$ cat config.mk
export PLATFORM = sky130hd
export DESIGN_NAME = bmmd_queue
export DESIGN_NICKNAME = d
export VERILOG_FILES = /design/src/sv/bmmd_pkg.sv /design/src/sv/bmmd_queue.sv
export SDC_FILE = /design/constraint.sdc
export NUM_CORES = 1
export LEC_CHECK = 0
export ABC_AREA = 0
export BUFFER_PORTS_ARGS = -buffer_cell sky130_fd_sc_hd__buf_2
export CAP_MARGIN = 20
export CORE_UTILIZATION = 59
export CTS_BUF_LIST = sky130_fd_sc_hd__clkbuf_4 sky130_fd_sc_hd__clkbuf_8
export CTS_CLUSTER_DIAMETER = 30
export DETAILED_ROUTE_END_ITERATION = 8
export PLACE_DENSITY = 0.85
export SLEW_MARGIN = 20
export SYNTH_ARGS = -nofsm -noshare
export SYNTH_HDL_FRONTEND = slang
export SYNTH_SLANG_ARGS = --single-unit
export TNS_END_PERCENT = 50
$ cat constraint.sdc
create_clock -name clk_i -period 2.2 [get_ports clk_i]
set_clock_uncertainty 0.1 [all_clocks]
set_input_delay 0.11 -clock clk_i [delete_from_list [all_inputs] [get_ports clk_i]]
set_output_delay 0.11 -clock clk_i [all_outputs]
set_load 0.01 [all_outputs]
$ cat src/sv/bmmd_pkg.sv
`default_nettype none

package bmmd_pkg;

  // Store geometry
  localparam int unsigned ROM_BANKS  = 8;
  localparam int unsigned WRAM_BANKS = 8;
  localparam int unsigned VRAM_BANKS = 2;

  localparam int unsigned ROM_PAGE  = 16384;
  localparam int unsigned VRAM_PAGE = 8192;
  localparam int unsigned WRAM_PAGE = 4096;
  localparam int unsigned CART_SIZE = 8192;
  localparam int unsigned OAM_SIZE  = 160;
  localparam int unsigned HIGH_SIZE = 256;

  localparam int unsigned ROM_DEPTH  = ROM_BANKS * ROM_PAGE;
  localparam int unsigned VRAM_DEPTH = VRAM_BANKS * VRAM_PAGE;
  localparam int unsigned WRAM_DEPTH = WRAM_BANKS * WRAM_PAGE;

  localparam int unsigned ROM_AW  = $clog2(ROM_DEPTH);
  localparam int unsigned VRAM_AW = $clog2(VRAM_DEPTH);
  localparam int unsigned WRAM_AW = $clog2(WRAM_DEPTH);
  localparam int unsigned CART_AW = $clog2(CART_SIZE);
  localparam int unsigned OAM_AW  = $clog2(OAM_SIZE);
  localparam int unsigned HIGH_AW = $clog2(HIGH_SIZE);

  localparam int unsigned ROM_BW  = ROM_AW - $clog2(ROM_PAGE);
  localparam int unsigned WRAM_BW = WRAM_AW - $clog2(WRAM_PAGE);

  localparam int unsigned IDX_W0 = (ROM_AW > WRAM_AW) ? ROM_AW : WRAM_AW;
  localparam int unsigned IDX_W  = (IDX_W0 > VRAM_AW) ? IDX_W0 : VRAM_AW;

  // Bus map boundaries
  localparam logic [15:0] ADDR_ROMX  = 16'h4000;
  localparam logic [15:0] ADDR_VRAM  = 16'h8000;
  localparam logic [15:0] ADDR_CART  = 16'hA000;
  localparam logic [15:0] ADDR_WRAM0 = 16'hC000;
  localparam logic [15:0] ADDR_WRAMX = 16'hD000;
  localparam logic [15:0] ADDR_ECHO  = 16'hE000;
  localparam logic [15:0] ADDR_OAM   = 16'hFE00;
  localparam logic [15:0] ADDR_GAP   = 16'hFEA0;
  localparam logic [15:0] ADDR_HIGH  = 16'hFF00;
  localparam logic [15:0] ECHO_SHIFT = 16'h2000;

  // Request kinds
  localparam logic [1:0] KIND_READ  = 2'd0;
  localparam logic [1:0] KIND_WRITE = 2'd1;
  localparam logic [1:0] KIND_LOAD  = 2'd2;

  // Configuration register indexes
  localparam logic [1:0] CFG_ROM_BANK  = 2'd0;
  localparam logic [1:0] CFG_VRAM_BANK = 2'd1;
  localparam logic [1:0] CFG_WRAM_BANK = 2'd2;

  // Request queue
  localparam int unsigned QDEPTH = 4;
  localparam int unsigned QAW    = $clog2(QDEPTH);

  typedef enum logic [2:0] {
    SEL_NONE,
    SEL_ROM,
    SEL_VRAM,
    SEL_CART,
    SEL_WRAM,
    SEL_OAM,
    SEL_HIGH
  } sel_e;

  typedef struct packed {
    logic             is_read;
    sel_e             sel;
    logic [IDX_W-1:0] idx;
    logic [7:0]       data;
  } req_t;

  typedef struct packed {
    logic full;
    logic empty;
  } qstat_t;

  // Fold a 3-bit bank number into 0..n-1 by repeated subtraction.
  function automatic logic [7:0] wrap_bank(input logic [2:0] b, input int unsigned n);
    logic [8:0] v;
    v = {6'd0, b};
    for (int i = 0; i < 4; i++) begin
      if (v >= 9'(n)) begin
        v = v - 9'(n);
      end
    end
    return v[7:0];
  endfunction

endpackage

`default_nettype wire

$ cat src/sv/bmmd_queue.sv
`default_nettype none

module bmmd_queue (
  input  wire logic           clk_i,
  input  wire logic           rst_ni,
  input  wire logic           push_i,
  input  wire bmmd_pkg::req_t req_i,
  input  wire logic           pop_i,
  output bmmd_pkg::req_t      head_o,
  output bmmd_pkg::qstat_t    stat_o
);

  bmmd_pkg::req_t            entry_q [bmmd_pkg::QDEPTH];
  logic [bmmd_pkg::QAW-1:0]  wr_ptr_q, wr_ptr_d;
  logic [bmmd_pkg::QAW-1:0]  rd_ptr_q, rd_ptr_d;
  logic [bmmd_pkg::QAW:0]    count_q, count_d;

  always_comb begin
    wr_ptr_d = push_i ? wr_ptr_q + 1'b1 : wr_ptr_q;
    rd_ptr_d = pop_i ? rd_ptr_q + 1'b1 : rd_ptr_q;
    count_d  = count_q + (bmmd_pkg::QAW + 1)'(push_i) - (bmmd_pkg::QAW + 1)'(pop_i);
  end

  always_ff @(posedge clk_i or negedge rst_ni) begin
    if (!rst_ni) begin
      wr_ptr_q <= '0;
      rd_ptr_q <= '0;
      count_q  <= '0;
    end else begin
      wr_ptr_q <= wr_ptr_d;
      rd_ptr_q <= rd_ptr_d;
      count_q  <= count_d;
    end
  end

  always_ff @(posedge clk_i) begin
    if (push_i) begin
      entry_q[wr_ptr_q] <= req_i;
    end
  end

  assign head_o       = entry_q[rd_ptr_q];
  assign stat_o.full  = (count_q == (bmmd_pkg::QAW + 1)'(bmmd_pkg::QDEPTH));
  assign stat_o.empty = (count_q == '0);

endmodule

`default_nettype wire

* Word-level counts from Yosys, hierarchy flattened
Memory sizes are Yosys's and may differ from the RTL's.
Index checks and enable logic that the tools add are counted.
** Word-level totals
- Input port bits :: 33
- Bits in latches :: 0
- Register bits :: 7
- ROM bits :: 0
- Memories kept :: 1
- RAM bits :: 116
- Output and inout port bits :: 31
- Logic and storage cells :: 12
** Memory list
- entry_q :: depth 4, bits a word 29, read ports 1, clocked after Yosys merged registers in 0, write ports 1, RTL line bmmd_queue.sv:13 : bmmd_pkg::req_t entry_q [bmmd_pkg::QDEPTH];
** Operators by class
- Equal/unequal tests :: 1
- Reduce and logical (&&, ||, !) cells :: 1
- Mux-type cells :: 2
- $mul :: 0
- Magnitude comparators :: 0
- Divide/modulo/power cells :: 0
- Bitwise operators :: 0
- Shift-type cells :: 0
- Add/subtract/negate cells :: 4
** Operator list (count)
- 2-bit by 1-bit adder with 2-bit output, second input constant :: 2
- 3-bit by 1-bit adder with 3-bit output :: 1
- 3-bit equality test, second input constant :: 1
- 3-bit logical NOT :: 1
- 3-bit by 1-bit subtractor with 3-bit output :: 1
- 1-bit two-way mux :: 2

* Depth between registers and ports, before layout
- Depth after elaboration :: 2
- Depth in mapped cells :: 6
- Gate-level depth less buffers :: 6

* Least setup slack after synthesis
OpenSTA, ideal clock, no wires.
- Kind :: register to register
- From :: register wr_ptr_q[0] in the netlist's numbering
- To :: memory entry_q[0][0] in the netlist's numbering (enable)
- Clock period less this slack :: 1.831 ns
- Setup time :: 0.389 ns
- Path buffers :: 0
- Data arrival time :: 1.343 ns
- Data required time :: 1.711 ns
- Setup slack :: 0.369 ns
- Stages on the path, launching flop included :: 4
- Path through :: dfrtp_1 inv_1 ha_1 and2_1
** RTL lines
- start: declaration :: RTL line bmmd_queue.sv:14 : logic [bmmd_pkg::QAW-1:0] wr_ptr_q, wr_ptr_d;
- start signal: assignment :: RTL line bmmd_queue.sv:30 : wr_ptr_q <= wr_ptr_d;
- end: declaration :: RTL line bmmd_queue.sv:13
No word-level cell before the write port.

==> results.txt <==
----------------------------------------------------
[Floorplan]
  Area of the die ... 0.008107 mm2
  Height of the die ... 90.04 um
  Initial Utilization ... 0.6205
  Top-level port count ... 64
  Core Region ... 0.007370 mm2
  Row Count ... 31
  Chip Width ... 90.04 um

[Synthesis]
  Adder-cell share of the synthesized area ... 0.02079
  Largest area contributor in the synthesized netlist ... edfxtp_1
  Synth async-reset ratio ... 0.05691
  Synth Warn # ... 0
  Synthesized instance count ... 185
  Leading cell type by number of instances after synthesis ... edfxtp_1
  Syn_area_per_cell ... 24.72 um2
  Largest cells by area after synthesis ... edfxtp_1, mux4_2, dfrtp_1
  Post-synthesis net count ... 225
  Most instantiated cells after synthesis ... edfxtp_1, mux4_2, dfrtp_1
  Fraction of the mapped netlist area in simple logic gates ... 0.009576
  Fraction of synthesized cell area taken by the top area cell type ... 0.7617
  Post-synthesis compound-gate area fraction ... 0.001094
  Sequential area share after synthesis ... 0.8000
  Flip-flop and latch count after synthesis ... 123
  Mux contribution to synthesized area ... 0.1436
  Synth Flop Type ... edfxtp_1
  EDFF count, synth ... 116
  Unique masters post-synth ... 17
  Dominant combinational cell family by area after synthesis ... multiplexers
  Netlist Area Pre-Place ... 0.004573 mm2
  Xor and xnor area share after synthesis ... 0.009576

[Timing]
  Maximum frequency from static timing analysis ... 0.5065 GHz
  Final worst path period need ... 1.974 ns
  Total Neg Setup Slack ... 0 ns
  Hold WS ... 0.3513 ns
  Transition time of the tightest slew-check pin ... 0.4321 ns
  Pins Over Slew Limit ... 0
  Final setup violation count ... 0
  Final number of hold-violating endpoints ... 0
  RSZ-0062 raised after global routing ... no
  Part of the cycle the worst path needs ... 0.8974
  Slew headroom ... 0.7119

[Detailed routing]
  Post-route DRC ... 0
  Top routing layer used ... met4
  Total iterations of the first detailed-routing run ... 4
  Routed length per instance ... 19.56 um
  Via count ... 2311
  Routed met3 length ... 398 um
  Met2 Wirelength ... 4454 um
  Total Wirelength ... 8155 um
  Number of antenna-violating nets in the routed design ... 0
  Total routed wire length on the met1 layer ... 3163 um
  Post-detailed-route via-to-cell ratio ... 5.542
  DRC violation total after the first TritonRoute iteration ... 146

[Global route]
  Wire length of the first global-routing pass ... 12850 um
  Initial antenna violation count ... 0
  Via count of the first global-routing pass ... 2515
  Pin count of the biggest net entering global routing ... 24
  Total global routing overflow ... 0
  All-Layer GR Usage ... 0.2228

[Clocking]
  Clock latency on the worst-skew pair ... 0.41 ns
  CTS Root Buffer Type ... clkbuf_8
  Clock tree from TritonCTS ... built
  Count of cells resized by post-cts repair ... 0
  H-tree level count ... 4
  Clock buffer depth ... 2
  Clk slew on worst S/H paths ... 0.07 ns
  Clock Sink Count ... 123
  Inserted Clock Buffers ... 17

[Worst setup path]
  Sort of element at the start of the critical path ... flip-flop
  WS Path Type ... reg -> out
  CP arrival ... 1.76 ns
  Required time of the critical path ... 1.99 ns
  Crit-path max FO ... 10
  Worst setup EP type ... output pin

[Place]
  Count of input and output buffers ... 63
  Post-DP Area ... 0.005074 mm2
  # placed instances ... 352
  Total half-perimeter wirelength after legalization and detailed placement ... 5016 um
  Placer Congestion ... 0.6953

[Cells and area]
  Fraction of layout cells with a size suffix above 1 ... 0.4245
  Layout area overhead ... 26.92%
  Post-route non-filler standard cell count ... 417
  Diode insertion count for antenna repair ... 0
  Final instance area ... 0.005804 mm2
  Net total in the final layout ... 345

[Pwr]
  Cell area power density ... 1270 mW/mm2
  Max rail drop VDD ... 856.1 uV
  Post-layout total power ... 7.372 mW
  Cell leakage power ... 2.115 nW

[Flow run]
  MaxCap Viol Count ... 0

[Outcome]
  Outcome ... finished clean

[Min path]
  Worst min path class ... in -> reg

----------------------------------------------------
==> where the power goes <==
part / switching (mW) / internal, mW / total (mW)
sequential: 0.172 / 3.08 / 3.25
combinational: 1.10 / 1.07 / 2.17
clock: 0.819 / 1.13 / 1.95
==> timing repair <==
action	in CTS	in global routing
endpoints found under the setup margin	0	0
buffers inserted	0	0
hold buffers	33	0
hold endpoints to repair	128	0
==> kinds of logic (layout without fill, tap and decap cells) <==
| family | Yosys count | count (layout) |
|---|---|---|
| flops | 123 | 123 |
| fa+ha+maj | 7 | 7 |
| compound gates | 1 | 1 |
| simple gates | 8 | 8 |
| xor+xnor | 5 | 5 |
| buf+inv | 12 | 145 |
| mux | 29 | 29 |
==> sequential cells by signal, summed over array words and instances (netlist names) <==
signal and flops:
count_q 3, entry_q 116, rd_ptr_q 2, wr_ptr_q 2
==> path summary, 6_finish.rpt <==
check	start	end	slack (ns)	cells past startpoint
worst max-delay path	rd_ptr_q[0]	head_o[20]	0.23	3
worst min-delay path	req_i[16]	entry_q[2][16]	0.35	2
worst max register to register	count_q[0]	count_q[2]	0.60	6
worst min register to register	wr_ptr_q[0]	wr_ptr_q[0]	0.45	1
max in group asynchronous	rst_ni	rd_ptr_q[0]	1.12	3
min in group asynchronous	rst_ni	wr_ptr_q[0]	0.59	3
==> cells in the final DEF, fill, tap and decap left out <==
| cell type | count |
|---|---|
| dfrtp_2 | 1 |
| ha_1 | 6 |
| clkbuf_4 | 2 |
| o21ai_0 | 1 |
| dlygate4sd3_1 | 33 |
| nand2_1 | 2 |
| buf_2 | 63 |
| and2_1 | 4 |
| fa_1 | 1 |
| clkinv_2 | 6 |
| inv_1 | 6 |
| edfxtp_1 | 116 |
| clkinvlp_4 | 3 |
| buf_12 | 2 |
| mux4_2 | 28 |
| buf_4 | 9 |
| mux4_1 | 1 |
| dfrtp_1 | 6 |
| clkbuf_8 | 17 |
| xor2_1 | 3 |
| and3_1 | 1 |
| nor3_1 | 1 |
| bufinv_16 | 3 |
| clkinv_4 | 1 |
| xnor2_1 | 2 |
==> routing by layer <==
metal	vias to the layer above	global-route usage
li1	1009	-
met1	1198	0.2566
met2	89	0.3798
met3	15	0.06768
met4	0	0.1116
met5	-	0
==> metrics by stage <==
| stage | worst slack [ns] | utilization |
|---|---|---|
| after global routing | 0.1464 | 0.7876 |
| after detailed placement | 0.5802 | 0.6885 |
| after global placement | 0.6452 | 0.6885 |
| after floorplan | 0.3687 | - |
| after CTS | 0.1884 | 0.7876 |
| final | 0.2258 | 0.7876 |
==> worst max-delay path: stages (launching register included) <==
cell and delay, ns:
dfrtp_2 0.41, buf_4 0.24, mux4_2 0.54, buf_2 0.16
==> layout make-up <==
cell class                 count  area, um2
multi-input combinational     50      844.6
clock buffer                  19      249.0
inverter                       6      22.52
clock inverter                13      151.4
sequential                   123       3660
timing repair buffer         107      753.2
fill                         379       1565
tap                           99      123.9
Note: power is estimated with default switching activity, not from simulation.
