## config.mk

```make
export PLATFORM = sky130hd
export DESIGN_NAME = bmmd_front
export DESIGN_NICKNAME = d
export VERILOG_FILES = /design/src/sv/bmmd_pkg.sv /design/src/sv/bmmd_front.sv
export SDC_FILE = /design/constraint.sdc
export NUM_CORES = 1
export LEC_CHECK = 0
export BUFFER_PORTS_ARGS = -buffer_cell sky130_fd_sc_hd__buf_4
export CAP_MARGIN = 15
export CORE_ASPECT_RATIO = 0.75
export CORE_MARGIN = 3
export CORE_UTILIZATION = 38
export CTS_CLUSTER_DIAMETER = 200
export CTS_CLUSTER_SIZE = 16
export DETAILED_ROUTE_END_ITERATION = 7
export PLACE_DENSITY_LB_ADDON = 0.08
export SLEW_MARGIN = 0
export SYNTH_ARGS = -nofsm -noshare
export SYNTH_HDL_FRONTEND = slang
export SYNTH_SLANG_ARGS = --single-unit
```

## constraint.sdc

```tcl
create_clock -name clk_i -period 3.2 [get_ports clk_i]
set_input_delay 0.32 -clock clk_i [delete_from_list [all_inputs] [get_ports clk_i]]
set_output_delay 0.32 -clock clk_i [all_outputs]
set_load 0.05 [all_outputs]
```

## src/sv/bmmd_pkg.sv

```systemverilog
`default_nettype none

package bmmd_pkg;

  // Store geometry
  localparam int unsigned ROM_BANKS  = 8;
  localparam int unsigned WRAM_BANKS = 8;
  localparam int unsigned VRAM_BANKS = 2;

  localparam int unsigned ROM_PAGE  = 16384;
  localparam int unsigned VRAM_PAGE = 8192;
  localparam int unsigned WRAM_PAGE = 4096;
  localparam int unsigned CART_SIZE = 8192;
  localparam int unsigned OAM_SIZE  = 160;
  localparam int unsigned HIGH_SIZE = 256;

  localparam int unsigned ROM_DEPTH  = ROM_BANKS * ROM_PAGE;
  localparam int unsigned VRAM_DEPTH = VRAM_BANKS * VRAM_PAGE;
  localparam int unsigned WRAM_DEPTH = WRAM_BANKS * WRAM_PAGE;

  localparam int unsigned ROM_AW  = $clog2(ROM_DEPTH);
  localparam int unsigned VRAM_AW = $clog2(VRAM_DEPTH);
  localparam int unsigned WRAM_AW = $clog2(WRAM_DEPTH);
  localparam int unsigned CART_AW = $clog2(CART_SIZE);
  localparam int unsigned OAM_AW  = $clog2(OAM_SIZE);
  localparam int unsigned HIGH_AW = $clog2(HIGH_SIZE);

  localparam int unsigned ROM_BW  = ROM_AW - $clog2(ROM_PAGE);
  localparam int unsigned WRAM_BW = WRAM_AW - $clog2(WRAM_PAGE);

  localparam int unsigned IDX_W0 = (ROM_AW > WRAM_AW) ? ROM_AW : WRAM_AW;
  localparam int unsigned IDX_W  = (IDX_W0 > VRAM_AW) ? IDX_W0 : VRAM_AW;

  // Bus map boundaries
  localparam logic [15:0] ADDR_ROMX  = 16'h4000;
  localparam logic [15:0] ADDR_VRAM  = 16'h8000;
  localparam logic [15:0] ADDR_CART  = 16'hA000;
  localparam logic [15:0] ADDR_WRAM0 = 16'hC000;
  localparam logic [15:0] ADDR_WRAMX = 16'hD000;
  localparam logic [15:0] ADDR_ECHO  = 16'hE000;
  localparam logic [15:0] ADDR_OAM   = 16'hFE00;
  localparam logic [15:0] ADDR_GAP   = 16'hFEA0;
  localparam logic [15:0] ADDR_HIGH  = 16'hFF00;
  localparam logic [15:0] ECHO_SHIFT = 16'h2000;

  // Request kinds
  localparam logic [1:0] KIND_READ  = 2'd0;
  localparam logic [1:0] KIND_WRITE = 2'd1;
  localparam logic [1:0] KIND_LOAD  = 2'd2;

  // Configuration register indexes
  localparam logic [1:0] CFG_ROM_BANK  = 2'd0;
  localparam logic [1:0] CFG_VRAM_BANK = 2'd1;
  localparam logic [1:0] CFG_WRAM_BANK = 2'd2;

  // Request queue
  localparam int unsigned QDEPTH = 4;
  localparam int unsigned QAW    = $clog2(QDEPTH);

  typedef enum logic [2:0] {
    SEL_NONE,
    SEL_ROM,
    SEL_VRAM,
    SEL_CART,
    SEL_WRAM,
    SEL_OAM,
    SEL_HIGH
  } sel_e;

  typedef struct packed {
    logic             is_read;
    sel_e             sel;
    logic [IDX_W-1:0] idx;
    logic [7:0]       data;
  } req_t;

  typedef struct packed {
    logic full;
    logic empty;
  } qstat_t;

  // Fold a 3-bit bank number into 0..n-1 by repeated subtraction.
  function automatic logic [7:0] wrap_bank(input logic [2:0] b, input int unsigned n);
    logic [8:0] v;
    v = {6'd0, b};
    for (int i = 0; i < 4; i++) begin
      if (v >= 9'(n)) begin
        v = v - 9'(n);
      end
    end
    return v[7:0];
  endfunction

endpackage

`default_nettype wire

```

## src/sv/bmmd_front.sv

```systemverilog
`default_nettype none

module bmmd_front (
  input  wire logic          clk_i,
  input  wire logic          rst_ni,
  input  wire logic          cfg_we_i,
  input  wire logic [1:0]    cfg_idx_i,
  input  wire logic [2:0]    cfg_data_i,
  input  wire logic          fire_i,
  input  wire logic [1:0]    kind_i,
  input  wire logic [15:0]   addr_i,
  input  wire logic [7:0]    wdata_i,
  input  wire logic [16:0]   offset_i,
  output logic               push_o,
  output bmmd_pkg::req_t     req_o
);

  logic [2:0] rom_bank_q, rom_bank_d;
  logic       vram_bank_q, vram_bank_d;
  logic [2:0] wram_bank_q, wram_bank_d;

  always_comb begin
    rom_bank_d  = rom_bank_q;
    vram_bank_d = vram_bank_q;
    wram_bank_d = wram_bank_q;
    if (cfg_we_i) begin
      unique case (cfg_idx_i)
        bmmd_pkg::CFG_ROM_BANK:  rom_bank_d  = cfg_data_i;
        bmmd_pkg::CFG_VRAM_BANK: vram_bank_d = cfg_data_i[0];
        bmmd_pkg::CFG_WRAM_BANK: wram_bank_d = cfg_data_i;
        default: ;
      endcase
    end
  end

  always_ff @(posedge clk_i or negedge rst_ni) begin
    if (!rst_ni) begin
      rom_bank_q  <= 3'd1;
      vram_bank_q <= 1'b0;
      wram_bank_q <= 3'd1;
    end else begin
      rom_bank_q  <= rom_bank_d;
      vram_bank_q <= vram_bank_d;
      wram_bank_q <= wram_bank_d;
    end
  end

  logic [15:0]                   ea;
  logic [7:0]                    rom_sel_bank;
  logic [7:0]                    load_bank;
  logic [7:0]                    wram_sel_bank;
  logic                          vram_sel_bank;
  bmmd_pkg::sel_e                bus_sel;
  logic [bmmd_pkg::IDX_W-1:0]    bus_idx;
  logic [bmmd_pkg::ROM_AW-1:0]   load_idx;

  always_comb begin
    // Echo space mirrors the work RAM window below it
    if (addr_i >= bmmd_pkg::ADDR_ECHO && addr_i < bmmd_pkg::ADDR_OAM) begin
      ea = addr_i - bmmd_pkg::ECHO_SHIFT;
    end else begin
      ea = addr_i;
    end

    rom_sel_bank  = bmmd_pkg::wrap_bank(rom_bank_q, bmmd_pkg::ROM_BANKS);
    wram_sel_bank = bmmd_pkg::wrap_bank(wram_bank_q, bmmd_pkg::WRAM_BANKS);
    load_bank     = bmmd_pkg::wrap_bank(offset_i[16:14], bmmd_pkg::ROM_BANKS);
    vram_sel_bank = (bmmd_pkg::VRAM_BANKS > 1) ? vram_bank_q : 1'b0;
    load_idx      = {load_bank[bmmd_pkg::ROM_BW-1:0], offset_i[13:0]};

    priority if (ea < bmmd_pkg::ADDR_ROMX) begin
      bus_sel = bmmd_pkg::SEL_ROM;
      bus_idx = bmmd_pkg::IDX_W'(ea[13:0]);
    end else if (ea < bmmd_pkg::ADDR_VRAM) begin
      bus_sel = bmmd_pkg::SEL_ROM;
      bus_idx = bmmd_pkg::IDX_W'({rom_sel_bank[bmmd_pkg::ROM_BW-1:0], ea[13:0]});
    end else if (ea < bmmd_pkg::ADDR_CART) begin
      bus_sel = bmmd_pkg::SEL_VRAM;
      bus_idx = bmmd_pkg::IDX_W'(bmmd_pkg::VRAM_AW'({vram_sel_bank, ea[12:0]}));
    end else if (ea < bmmd_pkg::ADDR_WRAM0) begin
      bus_sel = bmmd_pkg::SEL_CART;
      bus_idx = bmmd_pkg::IDX_W'(ea[12:0]);
    end else if (ea < bmmd_pkg::ADDR_WRAMX) begin
      bus_sel = bmmd_pkg::SEL_WRAM;
      bus_idx = bmmd_pkg::IDX_W'(ea[11:0]);
    end else if (ea < bmmd_pkg::ADDR_ECHO) begin
      bus_sel = bmmd_pkg::SEL_WRAM;
      bus_idx = bmmd_pkg::IDX_W'({wram_sel_bank[bmmd_pkg::WRAM_BW-1:0], ea[11:0]});
    end else if (ea >= bmmd_pkg::ADDR_OAM && ea < bmmd_pkg::ADDR_GAP) begin
      bus_sel = bmmd_pkg::SEL_OAM;
      bus_idx = bmmd_pkg::IDX_W'(ea[7:0]);
    end else if (ea >= bmmd_pkg::ADDR_HIGH) begin
      bus_sel = bmmd_pkg::SEL_HIGH;
      bus_idx = bmmd_pkg::IDX_W'(ea[7:0]);
    end else begin
      bus_sel = bmmd_pkg::SEL_NONE;
      bus_idx = '0;
    end

    req_o.data    = wdata_i;
    req_o.is_read = 1'b0;
    req_o.sel     = bus_sel;
    req_o.idx     = bus_idx;
    push_o        = 1'b0;
    unique case (kind_i)
      bmmd_pkg::KIND_READ: begin
        req_o.is_read = 1'b1;
        push_o        = fire_i;
      end
      bmmd_pkg::KIND_WRITE: begin
        // drop writes that land on ROM or unmapped space
        push_o = fire_i && bus_sel != bmmd_pkg::SEL_ROM && bus_sel != bmmd_pkg::SEL_NONE;
      end
      bmmd_pkg::KIND_LOAD: begin
        req_o.sel = bmmd_pkg::SEL_ROM;
        req_o.idx = bmmd_pkg::IDX_W'(load_idx);
        push_o    = fire_i;
      end
      default: ;
    endcase
  end

endmodule

`default_nettype wire

```

[After elaboration in Yosys (flattened, before gate mapping)]
Cells that the tools add are included.
Widths: inputs -> output; s select.
Storage, ports and cells
  register bits: 7
  word-level logic and storage cells: 51
Operators by class
  add/subtract/negate cells: 1
  $lt $le $gt $ge: 11
  eq/ne operators: 5
  muxes and demuxes: 20
  reductions and logical operators: 11
Operators by type and width (number)
  $lt 16x16->1 const B: 7
  $mux 15: 4
  $ge 16x16->1 const B: 3
  $mux 17: 2
  $mux 3: 8
  $mux 20: 1
  $lt 16x15->1 const B: 1
  $mux 16: 1
  $mux 8: 2
  $sub 16x14->16 const B: 1
  $reduce_and 2->1: 3
  $eq 2x1->1 const B: 2
  $eq 2x2->1 const B: 2
  $logic_and 1x1->1: 4
  $logic_not 2->1: 2
  $ne 3x1->1 const B: 1
  $reduce_bool 3->1: 1
  $pmux 1 s2: 1
  $reduce_or 2->1: 1
  $mux 1: 1

[Depth between registers and ports, before layout]
  depth in word-level cells: 16
  depth in mapped cells: 6
  gate-level depth less buffers: 6

[Least setup slack after synthesis]
Ideal clock, no wire load.
  kind: input -> output
  start point: in addr_i[14]
  end point: out req_o[21] (netlist bit)
  arrival time: 2391 ps
  path slack: 489 ps
  cell stages on the path: 6
  path through: inv_1 > ha_1 > o21ai_0 > o2111a_1 > a21oi_1 > o31ai_1
RTL lines
  from (decl): line bmmd_front.sv:11  | input wire logic [15:0] addr_i,
  to (decl): line bmmd_front.sv:15  | output bmmd_pkg::req_t req_o

==> impl_metrics.csv <==
group,metric,value,unit
die,start_util,0.4095,
power,p_per_area,345.1,nW/um^2
synth,synth_nets,145,
hold_path,hp-class,"in2reg",
global_route,globalRouteTotalUtil,0.1873,
synth,yosysWarnings,0,
clock_network,cts_tree,"done",
synth,async_flop_share,1.000,
global_route,grt_max_degree,26,
worst_setup_path,critPathMaxFanout,6,
synth,synth_ff_type,"dfrtp_1",
worst_setup_path,crit_slowest_cell,"ha_1",
timing,post-route-period-util,0.7136,
synth,synth_area,832.0,um^2
detailed_routing,via_count,962,
hold_path,holdCritStartpoint,"cfg_data_i[2]",
hold_path,worstHoldEndpoint,"rom_bank_q[2]",
synth,synth_enable_flop_cells,0,
placement,io_buffers,65,
worst_setup_path,cp.arrival,1.96,ns
synth,yosysSeqAreaShare,0.2135,
hold_path,hold_depth,2,
detailed_routing,firstDrtPassIters,4,
clock_network,clk_latency,0.25,ns
worst_setup_path,ff2ff_path_depth,1,
worst_setup_path,rr_endpoint,"vram_bank_q",
die,dieArea,2793,um^2
worst_setup_path,path_buf_inv,3,
global_route,first_global_vias,807,
layout,drive_gt1_frac,0.5828,
detailed_routing,drt_wl_total,2725,um
worst_setup_path,crit_path_max_incr_delay,0.29,ns
clock_network,cts_resized,0,
timing,rsz0062_at_grt,"no",
placement,dp.cells,170,
timing,period_minus_slack,2.284,ns
worst_setup_path,rrSetupSlack,2.44,ns
clock_network,path_clk_slew,0.05,ns
synth,synth-seq-cells,7,
die,core-area,2032,um^2
timing,tns,0,ns
synth,postSynthCellCount,92,
worst_setup_path,required,2.88,ns
placement,dpl_worst_slack,0.9401,ns
die,die_h,46.53,um
synth,yosysTopAreaCellShare,0.1504,
synth,avgSynthCellArea,9.044,um^2
worst_setup_path,critPathLaunchType,"input pin",
worst_setup_path,cp_top_family,"compound AO/OA/AOI/OAI gates",
timing,worstMarginPinSlew,0.5410,ns
worst_setup_path,timing.critical_path.cells,"buf_4, inv_1, ha_1, o21ai_0, o2111a_1, a21oi_1, o31ai_1, buf_4",
clock_network,root_buffer,"clkbuf_4",
synth,synth_area_leader_cell,"dfrtp_1",
power,vdd_drop_max,0.3424,mV
clock_network,clock-sinks,7,
power,p_total,0.4468,mW
worst_setup_path,timing.critical_path.mode_cell,"buf_4",
power,p_leak,0.6357,nW
clock_network,cts_buffers,3,
layout,fin_cells,175,
die,rows,14,
global_route,grt_remaining_overflow,0,
die,io_pins,82,
worst_setup_path,end_kind,"output pin",
clock_network,clockBufferDepth,2,
synth,ys_types,36,
global_route,antenna_found_initial,0,
die,die_w,60.03,um
timing,fin_ws,0.9164,ns
outcome,status,"completed",
timing,slew_headroom,0.6385,
timing,hold_viol,0,
detailed_routing,dr.first_iter.drc_count,40,
layout,nFillCells,187,
worst_setup_path,crit_type,"in2out",
timing,final_max_slew_viol_count,0,
detailed_routing,via_per_inst,5.497,
global_route,grt_pass1_wl,3843,um
synth,synthTopCellsByArea,"dfrtp_1 15%, a22o_1 15%, mux2_2 9.5%",
detailed_routing,remaining_drc_errors,0,
detailed_routing,avgRoutedWirePerCell,15.57,um
worst_setup_path,timing.rr.start,"vram_bank_q",
timing,fmax,437.9,MHz
layout,antennaDiodeCount,0,
clock_network,htree_levels,1,
timing,fin_skew,0,ns
placement,gp_congestion,0.7989,
timing,setup_viol,0,
detailed_routing,postRouteAntennaNets,0,
synth,synth_most_common_cell,"a22o_1",
placement,dpl.hpwl,2302,um
layout,fin_util,0.6373,
synth,synthTopCellsByCount,"14 x a22o_1, 8 x buf_4, 7 x mux2_2, 7 x o21ai_0",
job,cap_viol_max_count,0,
layout,synthToLayoutAreaGrowth,55.64,%
layout,finalNetCount,205,
[layout by cell type, fill, tap and decap left out, drive strengths merged, types with 2 or more instances in the layout]
cell type  instances
a21oi              6
a22o              14
and4               2
buf               66
clkbuf             4
dfrtp              5
dfstp              2
inv                4
mux2               7
nand2              4
nand3b             2
nor2               5
nor3               4
nor3b              2
o21ai              7
o31a               2
o31ai              2
[state kept, by name, indices dropped and copies added (netlist names)]
register and count:
rom_bank_q 3, wram_bank_q 3, vram_bank_q 1
[layer usage]
layer / track usage / wire [um] / up-vias
li1: - / - / 470
met1: 0.2409 / 1154 / 447
met2: 0.3168 / 1286 / 45
met3: 0.05602 / 284 / 0
met4: 0.02655 / 0 / 0
met5: 0 / 0 / -
[how the worst max path moves through the flow]
stage	cells past startpoint	to	slack, ns	from
6_report	8	req_o[21]	0.92	addr_i[14]
5_1_grt	8	req_o[21]	0.79	addr_i[14]
4_1_cts	8	req_o[21]	0.93	addr_i[14]
3_5_place_dp	8	req_o[21]	0.94	addr_i[14]
3_3_place_gp	8	req_o[21]	1.06	addr_i[14]
2_1_floorplan	6	req_o[21]	0.49	addr_i[14]
[power breakdown]
part           switching (mW)  total [mW]  internal, mW
Clock                  0.0315      0.0790        0.0475
Combinational           0.145       0.251         0.106
Sequential            0.00811       0.117         0.109
[final cells by class]
type / instances / area (um^2) / area share
flip-flops and latches: 7 / 177.7 / 0.1372
clock buffers: 4 / 26.28 / 0.02029
multi-input cells: 69 / 540.5 / 0.4174
inverters: 4 / 15.01 / 0.01159
well taps: 24 / 30.03 / 0.02319
repair buffers: 67 / 505.5 / 0.3903
[timing repair]
action                    4_1_cts  5_1_grt
hold endpoints to repair        5        0
hold buffers                    1        0
setup buffers                   0        0
[cell families after synthesis]
logic type,synth area share
AND/OR/NAND/NOR,0.2000
buffers and inverters,0.1398
multiplexers,0.09474
flip-flops,0.2135
adder cells (fa/ha/maj),0.01504
AO/OA/AOI/OAI,0.3368
[per-stage QoR]
stage	cell area, um^2	hold slack [ns]
after floorplan	832.0	0.02441
after global placement	1259	0.1364
after detailed placement	1259	0.1361
after CTS	1295	0.3140
after global routing	1295	0.2985
final	1295	0.3188
(Power assumes the default switching activity.)
